<file path="config.mk">
export PLATFORM = sky130hd
export DESIGN_NAME = sliding_window_median_filter
export DESIGN_NICKNAME = d
export VERILOG_FILES = /design/src/design/smf_pkg.sv /design/src/design/smf_ctrl.sv /design/src/design/smf_dp.sv /design/src/design/sliding_window_median_filter.sv
export SDC_FILE = /design/constraint.sdc
export NUM_CORES = 1
export LEC_CHECK = 0
export BUFFER_PORTS_ARGS = -buffer_cell sky130_fd_sc_hd__buf_4
export CORE_AREA = 2 2 128 130
export DETAILED_ROUTE_END_ITERATION = 10
export DIE_AREA = 0 0 130 132
export GPL_TIMING_DRIVEN = 0
export SYNTH_ARGS = -nofsm -noshare
export SYNTH_HDL_FRONTEND = slang
export SYNTH_SLANG_ARGS = --single-unit
</file>
<file path="constraint.sdc">
create_clock -name clock -period 6.3 [get_ports clock]
set_input_delay 0.945 -clock clock [delete_from_list [all_inputs] [get_ports clock]]
set_output_delay 0.945 -clock clock [all_outputs]
set_load 0.005 [all_outputs]
</file>
<file path="src/design/smf_pkg.sv">
`timescale 1ns / 1ps
// ----------------------------------------------------------------------------
// smf_pkg
// Shared types and constants of the sliding window median filter.
// ----------------------------------------------------------------------------
package smf_pkg;

   localparam int WINDOW      = 5;
   localparam int SAMPLE_W    = 12;
   localparam int TDATA_W     = 16;
   localparam int IDX_W       = (WINDOW > 1) ? $clog2(WINDOW) : 1;
   localparam int CNT_W       = $clog2(WINDOW + 1);
   localparam int MEDIAN_RANK = WINDOW / 2;

   typedef logic [SAMPLE_W-1:0] sample_type;
   typedef logic [IDX_W-1:0]    idx_type;
   typedef logic [CNT_W-1:0]    cnt_type;

   typedef enum logic [1:0] {
      ST_IDLE,
      ST_SCAN,
      ST_PUSH
   } smf_state_type;

   typedef struct packed {
      logic write;
      logic scan_next;
      logic capture;
      logic load_out;
   } smf_cmd_type;

   typedef struct packed {
      logic hit;
      logic out_busy;
   } smf_status_type;

endpackage

</file>
<file path="src/design/smf_ctrl.sv">
`timescale 1ns / 1ps
// ----------------------------------------------------------------------------
// smf_ctrl
// Controller: accepts a sample, steps the rank scan, hands off the result.
// ----------------------------------------------------------------------------
module smf_ctrl (
   input  logic                   clock,
   input  logic                   reset,
   input  logic                   req_tvalid,
   output logic                   req_tready,
   input  smf_pkg::smf_status_type sts,
   output smf_pkg::smf_cmd_type    cmd
);
   import smf_pkg::*;

   smf_state_type state_ff;
   smf_state_type state_in;

   always_comb begin
      state_in = state_ff;
      case (state_ff)
         ST_IDLE: begin
            if (req_tvalid) begin
               state_in = ST_SCAN;
            end
         end
         ST_SCAN: begin
            if (sts.hit) begin
               state_in = ST_PUSH;
            end
         end
         ST_PUSH: begin
            if (!sts.out_busy) begin
               state_in = ST_IDLE;
            end
         end
         default: begin
            state_in = ST_IDLE;
         end
      endcase
   end

   always_comb begin
      cmd        = '0;
      req_tready = 1'b0;
      case (state_ff)
         ST_IDLE: begin
            req_tready = 1'b1;
            cmd.write  = req_tvalid;
         end
         ST_SCAN: begin
            cmd.scan_next = 1'b1;
            cmd.capture   = sts.hit;
         end
         ST_PUSH: begin
            cmd.load_out = !sts.out_busy;
         end
         default: begin
            cmd = '0;
         end
      endcase
   end

   always_ff @(posedge clock) begin
      if (reset) begin
         state_ff <= ST_IDLE;
      end else begin
         state_ff <= state_in;
      end
   end

endmodule

</file>
<file path="src/design/smf_dp.sv">
`timescale 1ns / 1ps
// ----------------------------------------------------------------------------
// smf_dp
// Datapath: circular window, rank scan over candidates, output register.
// ----------------------------------------------------------------------------
module smf_dp (
   input  logic                    clock,
   input  logic                    reset,
   input  smf_pkg::sample_type     sample,
   input  smf_pkg::smf_cmd_type    cmd,
   output smf_pkg::smf_status_type sts,
   output smf_pkg::sample_type     median,
   output logic                    rsp_valid,
   input  logic                    rsp_ready
);
   import smf_pkg::*;

   localparam idx_type LAST_IDX = IDX_W'(WINDOW - 1);
   localparam cnt_type RANK     = CNT_W'(MEDIAN_RANK);

   sample_type              win_ff [WINDOW];
   idx_type                 ptr_ff;
   idx_type                 ptr_in;
   idx_type                 idx_ff;
   idx_type                 idx_in;
   sample_type              med_ff;
   sample_type              out_ff;
   logic                    valid_ff;
   logic                    valid_in;
   sample_type              cand;
   logic [WINDOW-1:0]       lt_vec;
   logic [WINDOW-1:0]       le_vec;
   cnt_type                 lt_cnt;
   cnt_type                 le_cnt;

   // rank of the candidate against every entry
   always_comb begin
      cand = win_ff[idx_ff];
      for (int j = 0; j < WINDOW; j++) begin
         lt_vec[j] = (win_ff[j] < cand);
         le_vec[j] = (win_ff[j] <= cand);
      end
      lt_cnt = CNT_W'($countones(lt_vec));
      le_cnt = CNT_W'($countones(le_vec));
   end

   assign sts.hit      = ((lt_cnt <= RANK) && (le_cnt > RANK)) || (idx_ff == LAST_IDX);
   assign sts.out_busy = valid_ff && !rsp_ready;

   always_comb begin
      ptr_in = ptr_ff;
      if (cmd.write) begin
         ptr_in = (ptr_ff == LAST_IDX) ? '0 : ptr_ff + 1'b1;
      end
   end

   always_comb begin
      idx_in = idx_ff;
      if (cmd.write) begin
         idx_in = '0;
      end else if (cmd.scan_next && (idx_ff != LAST_IDX)) begin
         idx_in = idx_ff + 1'b1;
      end
   end

   always_comb begin
      valid_in = valid_ff;
      if (cmd.load_out) begin
         valid_in = 1'b1;
      end else if (rsp_ready) begin
         valid_in = 1'b0;
      end
   end

   always_ff @(posedge clock) begin
      if (reset) begin
         for (int j = 0; j < WINDOW; j++) begin
            win_ff[j] <= '0;
         end
         ptr_ff   <= '0;
         idx_ff   <= '0;
         valid_ff <= 1'b0;
      end else begin
         if (cmd.write) begin
            win_ff[ptr_ff] <= sample;
         end
         ptr_ff   <= ptr_in;
         idx_ff   <= idx_in;
         valid_ff <= valid_in;
      end
   end

   always_ff @(posedge clock) begin
      if (cmd.capture) begin
         med_ff <= cand;
      end
      if (cmd.load_out) begin
         out_ff <= med_ff;
      end
   end

   assign median    = out_ff;
   assign rsp_valid = valid_ff;

endmodule

</file>
<file path="src/design/sliding_window_median_filter.sv">
`timescale 1ns / 1ps
// ----------------------------------------------------------------------------
// sliding_window_median_filter
// Running median over a circular window of 12-bit samples.
//
// Usage:
//   req_ channel: one 12-bit sample per transaction. The sample overwrites
//   the oldest window entry. rsp_ channel: one median per transaction, the
//   element of rank WINDOW/2 of the window after insertion.
//   The controller takes a sample, then scans candidates one per cycle,
//   counting entries below and not above each one with a compare row
//   across the window. The scan stops at the first candidate of the median
//   rank. req_tready returns in the same cycle that the result reaches
//   rsp_tvalid; a new sample is taken only after the last result is loaded.
//   Reset clears the window to zeros and the write pointer to the first
//   entry; early medians count those zeros.
//   A stalled rsp_ channel holds its transaction in the output register;
//   the next sample is still accepted and scanned, and its result waits
//   until the output register is taken.
// ----------------------------------------------------------------------------
module sliding_window_median_filter (
   input  logic                          clock,
   input  logic                          reset,
   input  logic                          req_tvalid,
   output logic                          req_tready,
   input  logic [smf_pkg::TDATA_W-1:0]   req_tdata,   // [11:0] sample
   output logic                          rsp_tvalid,
   input  logic                          rsp_tready,
   output logic [smf_pkg::TDATA_W-1:0]   rsp_tdata    // [11:0] median
);
   import smf_pkg::*;

   smf_cmd_type    cmd;
   smf_status_type sts;
   sample_type     median;

   smf_ctrl u_ctrl (
      .clock      (clock),
      .reset      (reset),
      .req_tvalid (req_tvalid),
      .req_tready (req_tready),
      .sts        (sts),
      .cmd        (cmd)
   );

   smf_dp u_dp (
      .clock     (clock),
      .reset     (reset),
      .sample    (req_tdata[SAMPLE_W-1:0]),
      .cmd       (cmd),
      .sts       (sts),
      .median    (median),
      .rsp_valid (rsp_tvalid),
      .rsp_ready (rsp_tready)
   );

   assign rsp_tdata = {{(TDATA_W - SAMPLE_W){1'b0}}, median};

endmodule

</file>
### Yosys cells after proc, flatten, opt, wreduce, memory -nomap -nowiden

Memories as Yosys holds them, arrays and structs flattened. A register that Yosys moved wholly into a read port is not among the register bits.
Cells that the tools add are included.

| operators by class | value |
|---|---|
| equality and inequality tests | 8 |
| multiplexer cells | 21 |
| multipliers | 0 |
| add/subtract/negate cells | 10 |
| shift-type cells | 0 |
| divide/modulo/power cells | 0 |
| $lt $le $gt $ge | 12 |
| reduce and logical (&&, ||, !) cells | 11 |
| bitwise logic cells | 0 |

Operators by type and width:

| kind | number |
|---|---|
| $le 12x12->1 | 5 |
| $lt 12x12->1 | 5 |
| $mux 12 | 1 |
| $mux 3 | 4 |
| $reduce_or 12->1 | 1 |
| $mux 1 | 11 |
| $add 1x1->2 | 4 |
| $mux 2 | 4 |
| $add 3x1->3 | 2 |
| $add 3x1->3 const B | 2 |
| $add 3x3->3 | 2 |
| $eq 3x3->1 const B | 2 |
| $pmux 2 s3 | 1 |
| $ne 2x2->1 const B | 2 |
| $gt 3x2->1 const B | 1 |
| $le 3x2->1 const B | 1 |
| $logic_and 1x1->1 | 3 |
| $ne 3x3->1 const B | 1 |
| $reduce_and 3->1 | 1 |
| $eq 2x1->1 const B | 1 |
| $eq 2x2->1 const B | 1 |
| $logic_not 1->1 | 2 |
| $logic_not 2->1 | 1 |
| $ne 2x1->1 const B | 1 |
| other kinds (3) | 3 |

| word-level totals | value |
|---|---|
| register bits after elaboration | 33 |
| bits in read-only memories | 0 |
| output and inout bits | 18 |
| bits in latches | 0 |
| memory bits (writable) | 60 |
| memories kept | 1 |
| input bits | 20 |
| word-level logic and storage cells | 69 |

Memories:

| memory | words | bits a word | read ports | clocked after memory_dff | wr ports | RTL line | source |
|---|---|---|---|---|---|---|---|
| u_dp.win_ff | 5 | 12 | 6 | 1 | 5 | smf_dp.sv:21 | `sample_type win_ff [WINDOW];` |

### Logic depth before layout (Yosys ltp)

Gate-level depths: netlist of the first run.
An unclocked memory read counts as a cell.

| logic depth | value |
|---|---|
| depth after elaboration | 12 |
| depth in mapped cells | 20 |
| mapped depth without buffers | 18 |

### Hierarchy

A second synthesis of the first run with hierarchy kept.

| unflattened totals | value |
|---|---|
| cells, all modules | 493 |
| area total of the unflattened synthesis | 6,862.8 µm² |

Modules (own cells, without submodules):

| module | area an instance (µm²) | instances | cells an instance | seq. area each (µm²) |
|---|---|---|---|---|
| smf_dp | 6,716.4 | 1 | 475 | 3,803.6 |
| smf_ctrl | 112.6 | 1 | 13 | 40.0 |
| sliding_window_median_filter | 33.8 | 1 | 5 | 0.0 |

### Worst setup path after synthesis of the first run

Ideal clock, no wire load.

| timing | value |
|---|---|
| kind | flip-flop to flip-flop |
| start point | register (tool-made name) |
| end point | register u_dp.med_ff[0], enable pin |
| path buffers | 2 |
| data arrival time | 4.635 ns |
| cell stages (with the launch flop) | 19 |
| required time | 5.920 ns |
| period minus slack after synthesis | 5.015 ns |
| library setup time | 0.380 ns |
| path slack | 1.285 ns |
| cell sequence | dfxtp_1 buf_6 buf_12 mux4_1 mux2i_1 ha_1 nor2b_1 o211ai_1 a21oi_1 a2111o_1 o21ai_0 ha_1 fa_1 inv_1 fa_1 nand2b_1 a21oi_1 a21oi_1 nor2_1 |

RTL lines:

| element | RTL line | source |
|---|---|---|
| end signal: assignment | smf_dp.sv:95 | `med_ff <= cand;` |
| end: declaration | smf_dp.sv:26 | `sample_type med_ff;` |

==> metrics.txt, run 1 <==
# TYPE chip_impl_metric gauge
chip_impl_info{name="worst_setup_path_end_kind",value="register"} 1
chip_impl_metric{name="wirelength",unit="mm"} 15.2
chip_impl_info{name="tritoncts",value="done"} 1
chip_impl_metric{name="n_fill_cell",unit=""} 1319
chip_impl_metric{name="fp.dieW",unit="um"} 130
chip_impl_info{name="worstSetupStartpointType",value="register"} 1
chip_impl_metric{name="finalSetupViolations",unit=""} 0
chip_impl_metric{name="cts-buffers-inserted",unit=""} 17
chip_impl_metric{name="drt_pre_antenna_iters",unit=""} 5
chip_impl_metric{name="timing.final.max_slew_violations",unit=""} 0
chip_impl_info{name="run_status",value="finished, final reports clean"} 1
chip_impl_metric{name="dpl.hpwl",unit="mm"} 11.1
chip_impl_metric{name="final_core_util",unit=""} 0.515
chip_impl_metric{name="cts-resized-gates",unit=""} 0
chip_impl_metric{name="static-leakage-power",unit="uW"} 0.00309
chip_impl_metric{name="mapped_cell_area",unit="um2"} 7000
chip_impl_info{name="min_path_type",value="reg2reg"} 1
chip_impl_metric{name="syn-mean-instance-area",unit="um2"} 13.9
chip_impl_metric{name="detailroute.via_count",unit=""} 4106
chip_impl_metric{name="place_congestion",unit=""} 0.840
chip_impl_metric{name="synthesis.yosys.warnings",unit=""} 0
chip_impl_metric{name="number_of_nets_with_antenna_violations_after_routing",unit=""} 0
chip_impl_metric{name="post_synth_num_cell_types",unit=""} 40
chip_impl_metric{name="cts.clk_slew.worst_paths",unit="ns"} 0.06
chip_impl_metric{name="yosysSeqAreaShare",unit=""} 0.549
chip_impl_metric{name="finalWorstPathRequiredPeriod",unit="ns"} 5.83
chip_impl_metric{name="rows",unit=""} 46
chip_impl_info{name="yosys_most_used_dff",value="sky130_fd_sc_hd__edfxtp_1"} 1
chip_impl_metric{name="wl_per_cell",unit="um"} 19.4
chip_impl_metric{name="tritoncts_num_sinks",unit=""} 132
chip_impl_metric{name="post_cts_buffers",unit=""} 0
chip_impl_metric{name="critical_path.max_fanout",unit=""} 12
chip_impl_metric{name="die_height",unit="um"} 132
chip_impl_metric{name="vdd_ir_drop_max",unit="mV"} 0.207
chip_impl_metric{name="timing.final.hold_violations",unit=""} 0
chip_impl_metric{name="antenna-diode-count",unit=""} 0
chip_impl_metric{name="area_growth",unit="%"} 15.6
chip_impl_metric{name="largest_net_degree_at_the_start_of_global_routing",unit=""} 17
chip_impl_metric{name="nNetsFinal",unit=""} 647
chip_impl_metric{name="fin_worst_skew",unit="ns"} 0.00768
chip_impl_metric{name="drt_iter0_drc",unit=""} 311
chip_impl_metric{name="io_buffer_count",unit=""} 29
chip_impl_metric{name="design.core.area",unit="um2"} 15700
chip_impl_metric{name="synth-seq-cells",unit=""} 132
chip_impl_info{name="root_buffer",value="sky130_fd_sc_hd__clkbuf_16"} 1
chip_impl_metric{name="io_pins",unit=""} 38
chip_impl_metric{name="vias_in_the_first_global_route",unit=""} 4216
chip_impl_metric{name="timing.slew.headroom",unit=""} 0.208
chip_impl_metric{name="clock_path_buffers",unit=""} 2
chip_impl_metric{name="period_share",unit=""} 0.926
chip_impl_metric{name="insertion_delay",unit="ns"} 0.42
chip_impl_metric{name="cellPowerDensity",unit="nW/um2"} 384
chip_impl_metric{name="drc_errors",unit=""} 0
chip_impl_metric{name="start_util",unit=""} 0.445
chip_impl_metric{name="cts_max_level",unit=""} 4
chip_impl_metric{name="fin_setup_tns",unit="ns"} 0
chip_impl_metric{name="layout.area.seq",unit="um2"} 3840
chip_impl_metric{name="drv.max_cap_violation_count",unit=""} 0
chip_impl_info{name="rsz0062_at_grt",value="no"} 1
chip_impl_metric{name="tightestPinTransition",unit="ns"} 1.18
chip_impl_info{name="critical_setup_path_kind",value="reg2reg"} 1
chip_impl_metric{name="die_area",unit="um2"} 17200
chip_impl_metric{name="viasPerCell",unit=""} 5.24
chip_impl_metric{name="global_route.overflow_total",unit=""} 0
chip_impl_metric{name="grt_first_pass_wirelength",unit="mm"} 23.8
chip_impl_metric{name="fraction_of_layout_cells_with_a_size_suffix_above_1",unit=""} 0.187
chip_impl_metric{name="postCtsHoldBufs",unit=""} 0
chip_impl_metric{name="timing.critical_path.required",unit="ns"} 6.36
chip_impl_metric{name="cp.arrival",unit="ns"} 5.89
chip_impl_metric{name="synth-edff-count",unit=""} 120
chip_impl_metric{name="grt_antenna_before_repair",unit=""} 0
chip_impl_metric{name="globalRouteTotalUtil",unit=""} 0.191
chip_impl_metric{name="multi_input_comb_area",unit="um2"} 2910
chip_impl_metric{name="timing.fmax",unit="MHz"} 171
chip_impl_metric{name="ys_async_sr_fraction",unit=""} 0
chip_impl_metric{name="post_synth_inst_count",unit=""} 504
==> logic make-up (layout without fill, tap and decap cells) <==
| family | after synthesis | count (layout) | synth area share |
|---|---|---|---|
| AO/OA/AOI/OAI | 67 | 67 | 0.0538 |
| XOR/XNOR | 2 | 2 | 0.00250 |
| adder cells (fa/ha/maj) | 72 | 72 | 0.133 |
| buffers and inverters | 46 | 107 | 0.0367 |
| flip-flops | 132 | 132 | 0.549 |
| multiplexers | 36 | 36 | 0.0987 |
| other | 1 | 4 | 0.000536 |
| AND/OR/NAND/NOR | 148 | 148 | 0.125 |
==> cells in the final DEF (no fill, tap or decap), types with 6 or more instances in the layout <==
cell type / n
sky130_fd_sc_hd__a21oi_1: 37
sky130_fd_sc_hd__and2_1: 60
sky130_fd_sc_hd__buf_4: 36
sky130_fd_sc_hd__clkbuf_16: 17
sky130_fd_sc_hd__dfxtp_1: 12
sky130_fd_sc_hd__edfxtp_1: 120
sky130_fd_sc_hd__ha_1: 68
sky130_fd_sc_hd__inv_1: 27
sky130_fd_sc_hd__mux2i_1: 11
sky130_fd_sc_hd__mux4_1: 8
sky130_fd_sc_hd__mux4_2: 16
sky130_fd_sc_hd__nand2_1: 21
sky130_fd_sc_hd__nand2b_1: 6
sky130_fd_sc_hd__nand4_1: 11
sky130_fd_sc_hd__nor2_1: 18
sky130_fd_sc_hd__nor2b_1: 7
sky130_fd_sc_hd__nor3_1: 6
sky130_fd_sc_hd__o21ai_0: 15
==> per-layer routing <==
layer	track usage	share of wire	vias to the layer above
li1	-	-	1982
met1	0.262	0.46	2008
met2	0.302	0.47	93
met3	0.0390	0.046	23
met4	0.0717	0.020	0
met5	0	0	-
==> flip-flops by register name, summed over array words and instances, names as in the netlist, named ones only <==
register,flops
u_dp.rsp_valid,1
u_dp.win_ff,96
u_dp.med_ff,12
u_ctrl.state_ff,2
u_dp.ptr_ff,3
u_dp.idx_ff,3
u_dp.median,12
==> Yosys cell counts, types with 4 or more instances <==
master | n | area share
sky130_fd_sc_hd__nand2_1 | 21 | 0.011
sky130_fd_sc_hd__dfxtp_1 | 12 | 0.034
sky130_fd_sc_hd__ha_1 | 68 | 0.12
sky130_fd_sc_hd__edfxtp_1 | 120 | 0.52
sky130_fd_sc_hd__mux2i_1 | 12 | 0.017
sky130_fd_sc_hd__o21a_1 | 4 | 0.0043
sky130_fd_sc_hd__mux4_1 | 8 | 0.030
sky130_fd_sc_hd__and2_1 | 60 | 0.054
sky130_fd_sc_hd__nor3_1 | 6 | 0.0043
sky130_fd_sc_hd__nor2_1 | 19 | 0.010
sky130_fd_sc_hd__nand2b_1 | 6 | 0.0054
sky130_fd_sc_hd__o21ai_0 | 16 | 0.011
sky130_fd_sc_hd__buf_6 | 5 | 0.0080
sky130_fd_sc_hd__or2_2 | 5 | 0.0045
sky130_fd_sc_hd__a21oi_1 | 37 | 0.026
sky130_fd_sc_hd__fa_1 | 4 | 0.011
sky130_fd_sc_hd__nor2b_1 | 7 | 0.0063
sky130_fd_sc_hd__buf_4 | 7 | 0.0075
sky130_fd_sc_hd__o211ai_1 | 5 | 0.0054
sky130_fd_sc_hd__inv_1 | 27 | 0.014
sky130_fd_sc_hd__mux4_2 | 16 | 0.052
sky130_fd_sc_hd__nand4_1 | 11 | 0.0098
==> final cells by class <==
type | instances | area share
Clock inverter | 14 | 0.0198
Timing Repair Buffer | 29 | 0.0269
Clock buffer | 18 | 0.0530
Multi-Input combinational cell | 329 | 0.360
Inverter | 27 | 0.0125
Tap cell | 216 | 0.0334
Buffer | 19 | 0.0192
Sequential cell | 132 | 0.475
==> worst max-delay path, cell delays in order (launching register included) <==
cell and delay (ns):
sky130_fd_sc_hd__dfxtp_1 0.32, sky130_fd_sc_hd__clkbuf_1 0.38, sky130_fd_sc_hd__buf_2 0.41, sky130_fd_sc_hd__mux4_2 0.37, sky130_fd_sc_hd__mux2i_1 0.63, sky130_fd_sc_hd__ha_1 0.39
sky130_fd_sc_hd__nand4_1 0.14, sky130_fd_sc_hd__a21oi_1 0.07, sky130_fd_sc_hd__a2111o_1 0.44, sky130_fd_sc_hd__o21ai_0 0.18, sky130_fd_sc_hd__ha_1 0.28, sky130_fd_sc_hd__fa_1 0.39
sky130_fd_sc_hd__inv_1 0.08, sky130_fd_sc_hd__fa_1 0.40, sky130_fd_sc_hd__nand2b_1 0.15, sky130_fd_sc_hd__a21oi_1 0.27, sky130_fd_sc_hd__a21oi_1 0.09, sky130_fd_sc_hd__nor2_2 0.47
==> metrics by stage <==
step                power [uW]  cells  setup WS [ns]  instance area, um2  hold slack (ns)
finish                    3110    784          0.466                8090            0.417
detailed placement        2120    752         0.0904                7500            0.405
global route              3290    784         0.0911                8090            0.421
global placement          2080    752         0.0841                7500            0.401
floorplan                 1820    507           1.28                7010            0.400
CTS                       3120    784        0.00436                8090            0.417
==> final timing paths <==
check	start	end	slack, ns	depth (start not counted)
min	u_dp.med_ff[10]$_DFFE_PP_	u_dp.median[10]$_DFFE_PP_	0.42	0
min reg2reg	u_dp.med_ff[10]$_DFFE_PP_	u_dp.median[10]$_DFFE_PP_	0.42	0
max	register	u_dp.med_ff[2]$_DFFE_PP_	0.47	17
max reg2reg	register	u_dp.med_ff[2]$_DFFE_PP_	0.47	17
==> power by group <==
group	switching, uW	leakage, uW	internal, uW
Combinational	564	0.00155	409
Clock	375	0.000281	618
Sequential	51.0	0.00126	1090
No activity file was read; power rests on OpenSTA's default activity.
==> run 2: changes to the inputs <==
--- a/config.mk
+++ b/config.mk
@@ -5,10 +5,11 @@
 export SDC_FILE = /design/constraint.sdc
 export NUM_CORES = 1
 export LEC_CHECK = 0
+export ABC_AREA = 1
 export BUFFER_PORTS_ARGS = -buffer_cell sky130_fd_sc_hd__buf_4
-export CORE_AREA = 2 2 128 130
+export CORE_AREA = 2 2 131 133
 export DETAILED_ROUTE_END_ITERATION = 10
-export DIE_AREA = 0 0 130 132
+export DIE_AREA = 0 0 133 135
 export GPL_TIMING_DRIVEN = 0
 export SYNTH_ARGS = -nofsm -noshare
 export SYNTH_HDL_FRONTEND = slang
==> run 2 against run 1 <==
  * Die area is 4.6% higher
  * Register-to-register slack better by 0.15 ns
  * Sequential power hardly changed
  * Synthesized area is 4.4% higher
  * Sequential cell count stayed put
  * Power is 15% higher
  * Clock skew is 0.0019 ns higher
  * Final cell count is 33% higher
  * Maximum frequency is 2.7% higher
  * Hold slack hardly changed
  * Combinational power is 48% higher
  * Largest power group is now combinational logic
==> metrics.txt, run 2 <==
# TYPE chip_impl_metric gauge
chip_impl_info{name="min_path_type",value="reg2reg"} 1
chip_impl_metric{name="dpl.hpwl",unit="mm"} 13.4
chip_impl_metric{name="cts-buffers-inserted",unit=""} 17
chip_impl_metric{name="critical_path.max_fanout",unit=""} 12
chip_impl_metric{name="ys_async_sr_fraction",unit=""} 0
chip_impl_metric{name="detailroute.via_count",unit=""} 5304
chip_impl_info{name="root_buffer",value="sky130_fd_sc_hd__clkbuf_16"} 1
chip_impl_metric{name="timing.final.hold_violations",unit=""} 0
chip_impl_metric{name="global_route.overflow_total",unit=""} 0
chip_impl_metric{name="mapped_cell_area",unit="um2"} 7300
chip_impl_metric{name="tritoncts_num_sinks",unit=""} 132
chip_impl_metric{name="pwr-share-comb",unit=""} 0.402
chip_impl_metric{name="fin_setup_tns",unit="ns"} 0
chip_impl_metric{name="static-leakage-power",unit="uW"} 0.00379
chip_impl_metric{name="layout.area.seq",unit="um2"} 3840
chip_impl_metric{name="cellPowerDensity",unit="nW/um2"} 425
chip_impl_metric{name="dpl_cell_area",unit="um2"} 7860
chip_impl_metric{name="rows",unit=""} 47
chip_impl_metric{name="yosysTopAreaCellShare",unit=""} 0.493
chip_impl_metric{name="internal-power",unit="uW"} 2220
chip_impl_metric{name="die_area",unit="um2"} 18000
chip_impl_metric{name="globalRouteTotalUtil",unit=""} 0.210
chip_impl_info{name="yosys.area.top_type",value="sky130_fd_sc_hd__edfxtp_1"} 1
chip_impl_metric{name="area_growth",unit="%"} 15.6
chip_impl_info{name="regMostFlops",value="u_dp.win_ff"} 1
chip_impl_metric{name="syn-mean-instance-area",unit="um2"} 9.67
chip_impl_metric{name="post_synth_num_cell_types",unit=""} 28
chip_impl_metric{name="cts.clk_slew.worst_paths",unit="ns"} 0.05
chip_impl_metric{name="drt_pre_antenna_iters",unit=""} 5
chip_impl_metric{name="finalSetupViolations",unit=""} 0
chip_impl_metric{name="total_switching_power",unit="uW"} 1370
chip_impl_metric{name="timing.final.max_slew_violations",unit=""} 0
chip_impl_metric{name="viasPerCell",unit=""} 5.09
chip_impl_metric{name="grt_first_pass_wirelength",unit="mm"} 28.0
chip_impl_metric{name="largest_net_degree_at_the_start_of_global_routing",unit=""} 17
chip_impl_metric{name="fp.dieW",unit="um"} 133
chip_impl_metric{name="drv.max_cap_violation_count",unit=""} 0
chip_impl_metric{name="final_core_util",unit=""} 0.515
chip_impl_metric{name="timing.critical_path.required",unit="ns"} 6.33
chip_impl_metric{name="wirelength",unit="mm"} 17.5
chip_impl_info{name="synthMostInstantiatedCell",value="sky130_fd_sc_hd__nor2_1"} 1
chip_impl_metric{name="place_congestion",unit=""} 0.957
chip_impl_info{name="critical_setup_path_kind",value="reg2reg"} 1
chip_impl_metric{name="antenna-diode-count",unit=""} 0
chip_impl_metric{name="clock_power_share",unit=""} 0.276
chip_impl_info{name="most_common_library_cell_in_the_layout_ignoring_fill_and_taps",value="sky130_fd_sc_hd__nor2_1"} 1
chip_impl_info{name="worst_setup_path_end_kind",value="register"} 1
chip_impl_info{name="run_status",value="finished, final reports clean"} 1
chip_impl_metric{name="cts-resized-gates",unit=""} 0
chip_impl_metric{name="design_power_total",unit="uW"} 3590
chip_impl_metric{name="yosysSeqAreaShare",unit=""} 0.526
chip_impl_metric{name="multi_input_comb_area",unit="um2"} 2930
chip_impl_metric{name="die_height",unit="um"} 135
chip_impl_metric{name="post_cts_buffers",unit=""} 0
chip_impl_info{name="final_cell_mix",value="sky130_fd_sc_hd__nor2_1, sky130_fd_sc_hd__edfxtp_1, sky130_fd_sc_hd__nand2_1"} 1
chip_impl_metric{name="finalWorstPathRequiredPeriod",unit="ns"} 5.68
chip_impl_metric{name="drt_iter0_drc",unit=""} 287
chip_impl_metric{name="start_util",unit=""} 0.445
chip_impl_info{name="cell_types_with_the_largest_area_share_after_synthesis",value="sky130_fd_sc_hd__edfxtp_1, sky130_fd_sc_hd__ha_1, sky130_fd_sc_hd__nor2_1"} 1
chip_impl_info{name="yosys-top-cells-count",value="sky130_fd_sc_hd__nor2_1, sky130_fd_sc_hd__edfxtp_1, sky130_fd_sc_hd__nand2_1"} 1
chip_impl_metric{name="design.core.area",unit="um2"} 16400
chip_impl_metric{name="power.share.sequential",unit=""} 0.322
chip_impl_metric{name="flip_flop_count_of_the_largest_register_after_layout",unit=""} 96
chip_impl_metric{name="clock_path_buffers",unit=""} 2
chip_impl_metric{name="tightestPinTransition",unit="ns"} 1.21
chip_impl_metric{name="postCtsHoldBufs",unit=""} 0
chip_impl_metric{name="power_switching_share",unit=""} 0.381
chip_impl_metric{name="fin_worst_skew",unit="ns"} 0.00955
chip_impl_metric{name="timing.slew.headroom",unit=""} 0.191
chip_impl_metric{name="io_pins",unit=""} 38
chip_impl_metric{name="insertion_delay",unit="ns"} 0.43
chip_impl_metric{name="timing.fmax",unit="MHz"} 176
chip_impl_metric{name="number_of_nets_with_antenna_violations_after_routing",unit=""} 0
chip_impl_metric{name="grt_antenna_before_repair",unit=""} 0
chip_impl_metric{name="synth-edff-count",unit=""} 120
chip_impl_info{name="yosys_most_used_dff",value="sky130_fd_sc_hd__edfxtp_1"} 1
chip_impl_metric{name="vdd_ir_drop_max",unit="mV"} 0.198
chip_impl_metric{name="vias_in_the_first_global_route",unit=""} 5331
chip_impl_metric{name="synth-seq-cells",unit=""} 132
chip_impl_metric{name="nNetsFinal",unit=""} 901
chip_impl_info{name="worstSetupStartpointType",value="register"} 1
chip_impl_metric{name="stdcell_area",unit="um2"} 8450
chip_impl_metric{name="io_buffer_count",unit=""} 29
chip_impl_metric{name="drc_errors",unit=""} 0
chip_impl_metric{name="post_layout_nonfiller_instances",unit=""} 1042
chip_impl_metric{name="post_synth_inst_count",unit=""} 755
chip_impl_metric{name="synthesis.yosys.warnings",unit=""} 0
chip_impl_info{name="tritoncts",value="done"} 1
chip_impl_info{name="rsz0062_at_grt",value="no"} 1
chip_impl_metric{name="cp.arrival",unit="ns"} 5.71
chip_impl_metric{name="period_share",unit=""} 0.902
chip_impl_metric{name="cts_max_level",unit=""} 4
chip_impl_metric{name="n_fill_cell",unit=""} 1462
chip_impl_metric{name="fraction_of_layout_cells_with_a_size_suffix_above_1",unit=""} 0.162
chip_impl_metric{name="placed_cells_incl_taps",unit=""} 1010
chip_impl_metric{name="wl_per_cell",unit="um"} 16.8
[run 2: area by class of cell]
type,count,share of cell area
clock buffer,17,0.0504
tap,220,0.0326
clock inverter,15,0.0194
buffer,26,0.0207
inverter,99,0.0452
sequential,132,0.455
multi-input combinational,501,0.347
timing repair buffer,32,0.0298
[run 2: per-layer routing]
metal	vias up	track usage	part of all wire
met5	-	0	0
met3	29	0.0360	0.054
met2	170	0.366	0.49
li1	2605	-	-
met1	2500	0.261	0.43
met4	0	0.0854	0.027
[run 2: worst max-delay path: stages (launching register included)]
cell,delay [ns]
sky130_fd_sc_hd__dfxtp_1,0.35
sky130_fd_sc_hd__inv_2,0.08
sky130_fd_sc_hd__clkbuf_1,0.54
sky130_fd_sc_hd__o21ai_1,0.22
sky130_fd_sc_hd__nand3_1,0.13
sky130_fd_sc_hd__nand2_1,0.26
sky130_fd_sc_hd__ha_1,0.38
sky130_fd_sc_hd__nand2_1,0.04
sky130_fd_sc_hd__inv_1,0.05
sky130_fd_sc_hd__nand2_1,0.10
sky130_fd_sc_hd__nor2_1,0.27
sky130_fd_sc_hd__nand2_1,0.13
sky130_fd_sc_hd__nand3_1,0.13
sky130_fd_sc_hd__nand2_1,0.08
sky130_fd_sc_hd__ha_1,0.30
sky130_fd_sc_hd__fa_1,0.41
sky130_fd_sc_hd__inv_1,0.07
sky130_fd_sc_hd__fa_1,0.40
sky130_fd_sc_hd__o21ai_0,0.18
sky130_fd_sc_hd__nand2_1,0.17
sky130_fd_sc_hd__a21oi_1,0.96
[run 2: metrics by stage]
stage	hold slack, ns	worst slack, ns
5_1_grt	0.422	0.366
2_1_floorplan	0.400	2.07
3_5_place_dp	0.405	0.670
4_1_cts	0.417	0.605
3_3_place_gp	0.401	0.784
6_report	0.417	0.620
[run 2: power groups by stage]
stage	Combinational (uW)	Sequential [uW]	Clock [uW]
after CTS	1450	1160	997
after global placement	1360	1170	0
after detailed placement	1430	1170	0
final	1440	1150	989
after floorplan	995	1160	0
after global routing	1670	1170	1040
[run 2: cells by family (layout without fill, tap and decap cells)]
logic type / count (synthesis) / count (layout) / share of synthesized area
flip-flops: 132 / 132 / 0.526
buffers and inverters: 125 / 189 / 0.0762
AND/OR/NAND/NOR: 337 / 337 / 0.207
other: 1 / 4 / 0.000513
AO/OA/AOI/OAI: 88 / 88 / 0.0624
adder cells (fa/ha/maj): 72 / 72 / 0.127
[run 2: worst paths after layout]
check / slack [ns] / endpoint / from / cells past startpoint
max: 0.62 / u_dp.med_ff[6]$_DFFE_PP_ / register / 20
min: 0.42 / u_dp.median[4]$_DFFE_PP_ / u_dp.med_ff[4]$_DFFE_PP_ / 0
max reg2reg: 0.62 / u_dp.med_ff[6]$_DFFE_PP_ / register / 20
min reg2reg: 0.42 / u_dp.median[4]$_DFFE_PP_ / u_dp.med_ff[4]$_DFFE_PP_ / 0
